--- src/hw/rtl/bfra_pkg.sv ---
// bfra_pkg: shared types and codes for the best-fit range allocator.
// Opcodes, status codes, controller states and the command/status structs.
// No dependencies.
package bfra_pkg;

	localparam int OP_W     = 1;
	localparam int HANDLE_W = 8;
	localparam int CNT_W    = 13;
	localparam int OFF_W    = 12;
	localparam int STAT_W   = 3;

	typedef enum logic [OP_W-1:0] {
		OP_ALLOC = 1'b0,
		OP_FREE  = 1'b1
	} op_t;

	typedef enum logic [STAT_W-1:0] {
		ST_OK         = 3'd0,
		ST_NO_SPACE   = 3'd1,
		ST_IN_USE     = 3'd2,
		ST_NOT_ALLOC  = 3'd3,
		ST_TABLE_FULL = 3'd4
	} status_t;

	typedef enum logic [2:0] {
		S_CLEAR,
		S_IDLE,
		S_OWN,
		S_SCAN,
		S_DECIDE,
		S_DROP_RD,
		S_DROP_WR,
		S_COMMIT
	} state_t;

	// controller -> datapath
	typedef struct packed {
		logic    clr;
		logic    accept;
		logic    scan_init;
		logic    scan;
		logic    plan;
		logic    drop_rd;
		logic    drop_wr;
		logic    commit;
		logic    finish;
		status_t fin_status;
	} cmd_t;

	// datapath -> controller
	typedef struct packed {
		logic clr_last;
		logic op_free;
		logic own_valid;
		logic cnt_zero;
		logic scan_done;
		logic found;
		logic exact;
		logic has_prev;
		logic has_next;
		logic tbl_full;
		logic more_drops;
	} sts_t;

endpackage

--- src/hw/rtl/bfra_ctrl.sv ---
// bfra_ctrl: request sequencer of the best-fit range allocator.
// Drives bfra_dp through cmd_t and reads back sts_t. Depends on bfra_pkg.
module bfra_ctrl (
	input  logic            clk,
	input  logic            arst_n,
	input  logic            start,
	output logic            busy,
	output bfra_pkg::cmd_t  cmd,
	input  bfra_pkg::sts_t  sts
);
	import bfra_pkg::*;

	state_t state_q, state_d;

	always_ff @(posedge clk or negedge arst_n) begin
		if (!arst_n) begin
			state_q <= S_CLEAR;
		end else begin
			state_q <= state_d;
		end
	end

	always_comb begin
		state_d        = state_q;
		cmd            = '0;
		cmd.fin_status = ST_OK;
		busy           = 1'b1;
		unique case (state_q)
			S_CLEAR: begin
				cmd.clr = 1'b1;
				if (sts.clr_last) state_d = S_IDLE;
			end
			S_IDLE: begin
				busy = 1'b0;
				if (start) begin
					cmd.accept = 1'b1;
					state_d    = S_OWN;
				end
			end
			S_OWN: begin
				if (!sts.op_free && sts.own_valid) begin
					cmd.finish     = 1'b1;
					cmd.fin_status = ST_IN_USE;
					state_d        = S_IDLE;
				end else if (!sts.op_free && sts.cnt_zero) begin
					cmd.finish     = 1'b1;
					cmd.fin_status = ST_NO_SPACE;
					state_d        = S_IDLE;
				end else if (sts.op_free && !sts.own_valid) begin
					cmd.finish     = 1'b1;
					cmd.fin_status = ST_NOT_ALLOC;
					state_d        = S_IDLE;
				end else begin
					cmd.scan_init = 1'b1;
					state_d       = S_SCAN;
				end
			end
			S_SCAN: begin
				cmd.scan = 1'b1;
				if (sts.scan_done) state_d = S_DECIDE;
			end
			S_DECIDE: begin
				if (!sts.op_free && !sts.found) begin
					cmd.finish     = 1'b1;
					cmd.fin_status = ST_NO_SPACE;
					state_d        = S_IDLE;
				end else if (sts.op_free && !sts.has_prev && !sts.has_next && sts.tbl_full) begin
					cmd.finish     = 1'b1;
					cmd.fin_status = ST_TABLE_FULL;
					state_d        = S_IDLE;
				end else begin
					cmd.plan = 1'b1;
					if (sts.op_free ? (sts.has_prev || sts.has_next) : sts.exact) begin
						state_d = S_DROP_RD;
					end else begin
						state_d = S_COMMIT;
					end
				end
			end
			S_DROP_RD: begin
				cmd.drop_rd = 1'b1;
				state_d     = S_DROP_WR;
			end
			S_DROP_WR: begin
				cmd.drop_wr = 1'b1;
				state_d     = sts.more_drops ? S_DROP_RD : S_COMMIT;
			end
			S_COMMIT: begin
				cmd.commit     = 1'b1;
				cmd.finish     = 1'b1;
				cmd.fin_status = ST_OK;
				state_d        = S_IDLE;
			end
			default: begin
				state_d = S_IDLE;
			end
		endcase
	end

endmodule

--- config.mk ---
export PLATFORM = sky130hd
export DESIGN_NAME = bfra_ctrl
export DESIGN_NICKNAME = d
export VERILOG_FILES = /design/src/hw/rtl/bfra_pkg.sv /design/src/hw/rtl/bfra_ctrl.sv
export SDC_FILE = /design/constraint.sdc
export NUM_CORES = 1
export LEC_CHECK = 0
export BUFFER_PORTS_ARGS = -buffer_cell sky130_fd_sc_hd__buf_2
export CAP_MARGIN = 25
export CORE_AREA = 5 5 42 44
export DETAILED_ROUTE_END_ITERATION = 10
export DIE_AREA = 0 0 47 49
export SYNTH_ARGS = -nofsm -noshare
export SYNTH_HDL_FRONTEND = slang
export SYNTH_SLANG_ARGS = --single-unit
--- constraint.sdc ---
create_clock -name clk -period 2 [get_ports clk]
set_input_delay 0.6 -clock clk [delete_from_list [all_inputs] [get_ports clk]]
set_output_delay 0.6 -clock clk [all_outputs]
set_load 0.01 [all_outputs]
==> impl_results.md, run 1 <==
- Status: finished, violations left
- Violations in the final reports: negative setup slack
- Post-synth top area share: 19.48%
- Worst Path Max Fanout: 4
- Final period demand of the worst path: 2.014 ns
- Clk sinks: 3
- # diodes: 0
- CTS tree: yes
- Post-synth EDFFs: 0
- # port buffers: 26
- Final WL: 1.383 mm
- Most frequent cells in the layout: buf_2, buf_4, nor2_1
- Async SR Flop Fraction: 100.0%
- Crit start category: flip-flop
- Reg2reg end: state_q[1]$_DFFE_PN0P_
- Syn nets: 68
- Cells on worst reg2reg path: 5
- Fin util: 53.39%
- Total gr overflow: 0
- Syn. warnings: 0
- Register bit count reported by yosys: 3
- DRT iter0 DRCs: 23
- Syn Area/Cell: 7.136 µm²
- LEAKAGE: 0.0003758 µW
- Die Y: 49 µm
- DR vias: 564
- Critical path's slowest cell: or3_4
- Cts bufs inserted: 3
- Drt pass-1 iters: 4
- Starting Density: 27.50%
- Dpl hpwl: 878.7 µm
- H-tree levels: 1
- Global-route wire length before repair: 2.001 mm
- Number of routed nets with antenna violations: 0
- Share of layout cells above drive strength 1: 58.00%
- Worst Setup Path Type: flip-flop to output pin
- Worst hold path class: input port to asynchronous set/reset pin
- Top FF cell, synth: dfrtp_1
- Unique masters post-synth: 26
- Core Region: 1401 µm²
- Largest net degree at the start of global routing: 15
- IO Pins: 27
- Commonest non-fill, non-tap cell in the layout: buf_2
- Via density: 4.862
- Maxcap violations: 0
- DRC: 0
- Max incr delay on CP: 0.41 ns
- Initial antenna violation count: 0
- Largest regs: state_q (3)
- GRT Total Usage: 11.78%
- WP data arrival: 1.41 ns
- Placement Setup Slack: -0.1344 ns
- R2r startpoint: state_q[0]$_DFFE_PN0P_
- Clock buffer depth: 2
- Final setup fails: 2
- Synth area leaders: dfrtp_1, nor2_1, clkbuf_8
- RSZ-0062 raised after global routing: yes
- Crit-path cells: buf_6, or3_4, o32ai_2, buf_2
- Core Rows: 14
- GPL Wtd Cong: 0.7683
- FMAX: 496.5 MHz
- Clk slew on worst S/H paths: 0.03 ns
- Max reg flops: 3
- Slew margin rel.: 82.13%
- Setup Skew: 0.001849 ns
- Area grow syn2layout: 94.16%
- Final hold vios: 0
- Maximum vdd drop: 0.7929 mV
- Die width: 47 µm
- Slew Limit Fails: 0
- Clock Tree Root: clkbuf_4
- Mapped cell area: 385.4 µm²
- Sequential element share of the synthesized area: 19.48%
- Mapped Cells: 54
- Post-route clock period utilization: 100.7%
- Most area-hungry cell type in the Yosys netlist: dfrtp_1
- Clk Latency, worst-skew pair: 0.23 ns
- Per-cell routed wire length: 11.92 µm
- CP Capture Type: output pin
- Setup Total Neg Slack: -0.02014 ns
- Worst-Margin Slew: 0.2680 ns
- Fin nets: 115
- Vias in the first global route: 481
- Req. time, crit path: 1.40 ns
- Total power divided by cell area: 1137 nW/µm²
- Full die area: 2303 µm²
- Top reg by flops: state_q
- Final WS setup: -0.01397 ns
- Reg2Reg Setup Slack: 0.57 ns
[metal layers]
layer  up-vias  part of all wire (%)  global-route usage [%]  wire, µm
li1        295                     -                       -         -
met1       252                    41                   14.57       562
met2        17                    53                   20.14       735
met5         -                     0                       0         0
met4         0                     0                       0         0
met3         0                   6.2                   4.428        86
[worst max path at each step]
stage	start	end	slack, ns
floorplan	sts[9]	cmd[3]	0.03
global placement	sts[9]	cmd[3]	-0.12
finish	state_q[0]$_DFFE_PN0P_	cmd[0]	-0.01
global route	state_q[0]$_DFFE_PN0P_	cmd[0]	-0.08
CTS	state_q[2]$_DFFE_PN0P_	cmd[0]	-0.04
detailed placement	sts[9]	cmd[3]	-0.13
[logic make-up after synthesis]
| family | Yosys count | share of synthesized area (%) |
|---|---|---|
| AO/OA/AOI/OAI | 18 | 32.79 |
| AND/OR/NAND/NOR | 25 | 31.50 |
| XOR/XNOR | 1 | 2.273 |
| buffers and inverters | 7 | 13.96 |
| flip-flops | 3 | 19.48 |
[power by group]
part	internal, µW	total (µW)	leakage (µW)	switching, µW
Combinational	325	641	0.000324	316
Clock	74.5	102	0.0000150	27.7
Sequential	89.2	108	0.0000365	18.5
[synth_stat cells, types with 2 or more instances]
cell type / instances
o21ai_0: 3
nor2_1: 11
nand2_1: 3
a31oi_1: 2
inv_1: 3
a21oi_1: 4
dfrtp_1: 3
o32ai_1: 2
nand3_1: 2
clkbuf_8: 2
nor3_1: 4
[cell type report]
type / count / area [µm²]
fill: 134 / 653.1
multi-input combinational: 44 / 311.5
timing repair buffer: 45 / 300.3
sequential: 3 / 75.07
clock buffer: 4 / 26.28
tap: 16 / 20.02
inverter: 4 / 15.01
[through the flow]
stage               power, µW  area, µm²  cells  hold WS [ns]
floorplan               424.5      385.4     54        0.3044
global placement        575.2      549.3    100        0.3954
detailed placement      570.9      549.3    100        0.3964
CTS                     769.8      696.9    111        0.1492
global route            917.4      748.2    116        0.1505
finish                  850.9      748.2    116        0.1593
[what timing repair did]
action	4_1_cts	5_1_grt
hold buffers	0	0
setup endpoints to repair	5	6
pin swaps	5	1
setup buffers	7	5
gates resized for setup	15	3
[worst max-delay path: cells and delay by family (launching register included)]
| family | cells | cell delay [ns] |
|---|---|---|
| DFF | 1 | 0.38 |
| AOI/OAI and AO/OA | 1 | 0.10 |
| buffers and inverters | 2 | 0.30 |
| and+or+nand+nor | 1 | 0.41 |
(Power assumes the default switching activity.)
==> run 2: changes to the inputs <==
--- a/config.mk
+++ b/config.mk
@@ -10,6 +10,7 @@
 export CORE_AREA = 5 5 42 44
 export DETAILED_ROUTE_END_ITERATION = 10
 export DIE_AREA = 0 0 47 49
+export RECOVER_POWER = 50
 export SYNTH_ARGS = -nofsm -noshare
 export SYNTH_HDL_FRONTEND = slang
 export SYNTH_SLANG_ARGS = --single-unit
==> run 2 against run 1 <==
The run still ends with negative setup slack left. Largest power group unchanged. Hold slack improved by 0.011 ns. Cell area fell by 0.17%. Sequential cell count did not move. Sequential share of layout area barely moved.
==> impl_results.md, run 2 (same netlist as run 1, synthesis figures left out) <==
- Post-DP Area: 549.3 µm² (unchanged)
- CP endpoint: cmd[0] (unchanged)
- Final hold vios: 0 (unchanged)
- Via density: 4.853 (was 4.862)
- Die Y: 49 µm (unchanged)
- Final non-filler cell total: 116 (unchanged)
- DRC: 0 (unchanged)
- Critical path's slowest cell: or3_4 (unchanged)
- IO Pins: 27 (unchanged)
- # diodes: 0 (unchanged)
- Maximum vdd drop: 0.7930 mV (was 0.7929 mV)
- Status: finished, violations left (unchanged)
- Final setup fails: 2 (unchanged)
- Commonest non-fill, non-tap cell in the layout: buf_2 (unchanged)
- Worst hold margin: 0.1702 ns (was 0.1593 ns)
- Starting Density: 27.50% (unchanged)
- Violations in the final reports: negative setup slack (unchanged)
- Total power divided by cell area: 1139 nW/µm² (was 1137 nW/µm²)
- Area grow syn2layout: 93.83% (was 94.16%)
- Met2 WL: 737 µm (was 735 µm)
- Drt pass-1 iters: 4 (unchanged)
- Post-route clock period utilization: 100.7% (about the same)
- Number of routed nets with antenna violations: 0 (unchanged)
- Die width: 47 µm (unchanged)
- DR WL met3: 86 µm (unchanged)
- DRT iter0 DRCs: 24 (was 23)
- Core Region: 1401 µm² (unchanged)
- Vias in the first global route: 481 (unchanged)
- CTS tree: yes (unchanged)
- Clock Tree Root: clkbuf_4 (unchanged)
- FMAX: 496.5 MHz (about the same)
- Clock buffer depth: 2 (unchanged)
- Crit-path cells: buf_6, or3_4, o32ai_2, buf_2 (unchanged)
- Fin nets: 115 (unchanged)
- Crit start category: flip-flop (unchanged)
- Core Rows: 14 (unchanged)
- Cells on worst reg2reg path: 5 (unchanged)
- GRT Total Usage: 11.78% (unchanged)
- Setup Skew: 0.001848 ns (was 0.001849 ns)
- Most frequent cells in the layout: buf_2, buf_4, nor2_1 (unchanged)
- Maxcap violations: 0 (unchanged)
- Largest regs: state_q (3) (unchanged)
- Req. time, crit path: 1.40 ns (about the same)
- WL met1: 562 µm (unchanged)
- Max incr delay on CP: 0.41 ns (about the same)
- Final period demand of the worst path: 2.014 ns (about the same)
- RSZ-0062 raised after global routing: yes (unchanged)
- Total gr overflow: 0 (unchanged)
- DP Cell Count: 100 (unchanged)
- Final WL: 1.386 mm (was 1.383 mm)
- Per-cell routed wire length: 11.95 µm (was 11.92 µm)
- Final WS setup: -0.01399 ns (was -0.01397 ns)
- Worst Setup SP: state_q[0]$_DFFE_PN0P_ (unchanged)
- R2r startpoint: state_q[0]$_DFFE_PN0P_ (unchanged)
- LEAKAGE: 0.0003731 µW (was 0.0003758 µW)
- Reg2reg end: state_q[1]$_DFFE_PN0P_ (unchanged)
- Full die area: 2303 µm² (unchanged)
- Initial antenna violation count: 0 (unchanged)
- CP Capture Type: output pin (unchanged)
- WP data arrival: 1.41 ns (about the same)
- Global-route wire length before repair: 2.001 mm (unchanged)
- Top reg by flops: state_q (unchanged)
- Worst Setup Path Type: flip-flop to output pin (unchanged)
- Clk sinks: 3 (unchanged)
- GPL Wtd Cong: 0.7683 (unchanged)
- Worst hold path class: input port to asynchronous set/reset pin (unchanged)
- CTS Hold Bufs: 0 (unchanged)
- Filler cell count: 134 (unchanged)
- Largest net degree at the start of global routing: 15 (unchanged)
- Reg2Reg Setup Slack: 0.57 ns (about the same)
- Share of layout cells above drive strength 1: 57.00% (was 58.00%)
- Uppermost routed layer: met3 (unchanged)
- Slew margin rel.: 82.13% (unchanged)
- Dpl hpwl: 878.7 µm (unchanged)
- Clk Latency, worst-skew pair: 0.23 ns (about the same)
- Cts bufs inserted: 3 (unchanged)
- Power Total: 850.9 µW (unchanged)
- Clk slew on worst S/H paths: 0.03 ns (about the same)
- Max reg flops: 3 (unchanged)
- Slew Limit Fails: 0 (unchanged)
- Final Cell Area: 747.0 µm² (was 748.2 µm²)
- # port buffers: 26 (unchanged)
- Worst-Margin Slew: 0.2680 ns (unchanged)
- DR vias: 563 (was 564)
- Multi-input logic area: 311.5 µm² (unchanged)
- Sequential Area: 75.07 µm² (unchanged)
- Worst Path Max Fanout: 4 (unchanged)
- H-tree levels: 1 (unchanged)
==> run 2: changes by cell type in the layout (fill, tap and decap cells not counted) <==
cell	change
buf_2	-1
clkbuf_1	+1
==> run 2: power breakdown <==
| group | switching [µW] | leakage, µW | internal [µW] |
|---|---|---|---|
| sequential | 18.6 | 0.0000365 | 89.2 |
| clock | 27.7 | 0.0000150 | 74.5 |
| combinational | 317 | 0.000322 | 324 |
==> run 2: final cells by class <==
cell class,instances,share of cell area (%)
clock buffers,4,3.518
inverters,4,2.010
multi-input cells,44,41.71
flip-flops and latches,3,10.05
well taps,16,2.680
repair buffers,45,40.03
==> run 2: worst min path at each step <==
| stage | cells after the start | end | start |
|---|---|---|---|
| 2_1_floorplan | 0 | state_q[0]$_DFFE_PN0P_ | arst_n |
| 3_3_place_gp | 1 | state_q[2]$_DFFE_PN0P_ | arst_n |
| 3_5_place_dp | 1 | state_q[2]$_DFFE_PN0P_ | arst_n |
| 4_1_cts | 1 | state_q[2]$_DFFE_PN0P_ | arst_n |
| 5_1_grt | 1 | state_q[0]$_DFFE_PN0P_ | arst_n |
| 6_report | 1 | state_q[1]$_DFFE_PN0P_ | arst_n |
==> run 2: timing repair <==
action | CTS | global route
gates resized for setup | 15 | 3
buffers inserted | 7 | 5
pin swaps | 5 | 1
setup endpoints to repair | 5 | 6
==> run 2: through the flow <==
| stage | worst slack (ns) | TNS [ns] | util, % |
|---|---|---|---|
| finish | -0.01399 | -0.02059 | 53.30 |
| global route | -0.07930 | -0.3071 | 53.30 |
| CTS | -0.03777 | -0.03777 | 49.73 |
| detailed placement | -0.1344 | -0.1514 | 39.20 |
| global placement | -0.1151 | -0.1206 | 39.20 |
| floorplan | 0.03253 | 0 | - |
==> run 2: per-layer routing <==
layer | GRT usage (%) | up-vias
met5 | 0 | -
met1 | 14.57 | 252
met4 | 0 | 0
li1 | - | 294
met2 | 20.14 | 17
met3 | 4.428 | 0
==> run 2: worst max-delay path: cells and delay by family (launching register included) <==
kind	cells	cell delay (ns)
AND/OR/NAND/NOR	1	0.41
flip-flops	1	0.38
buffers and inverters	2	0.30
AO/OA/AOI/OAI	1	0.10
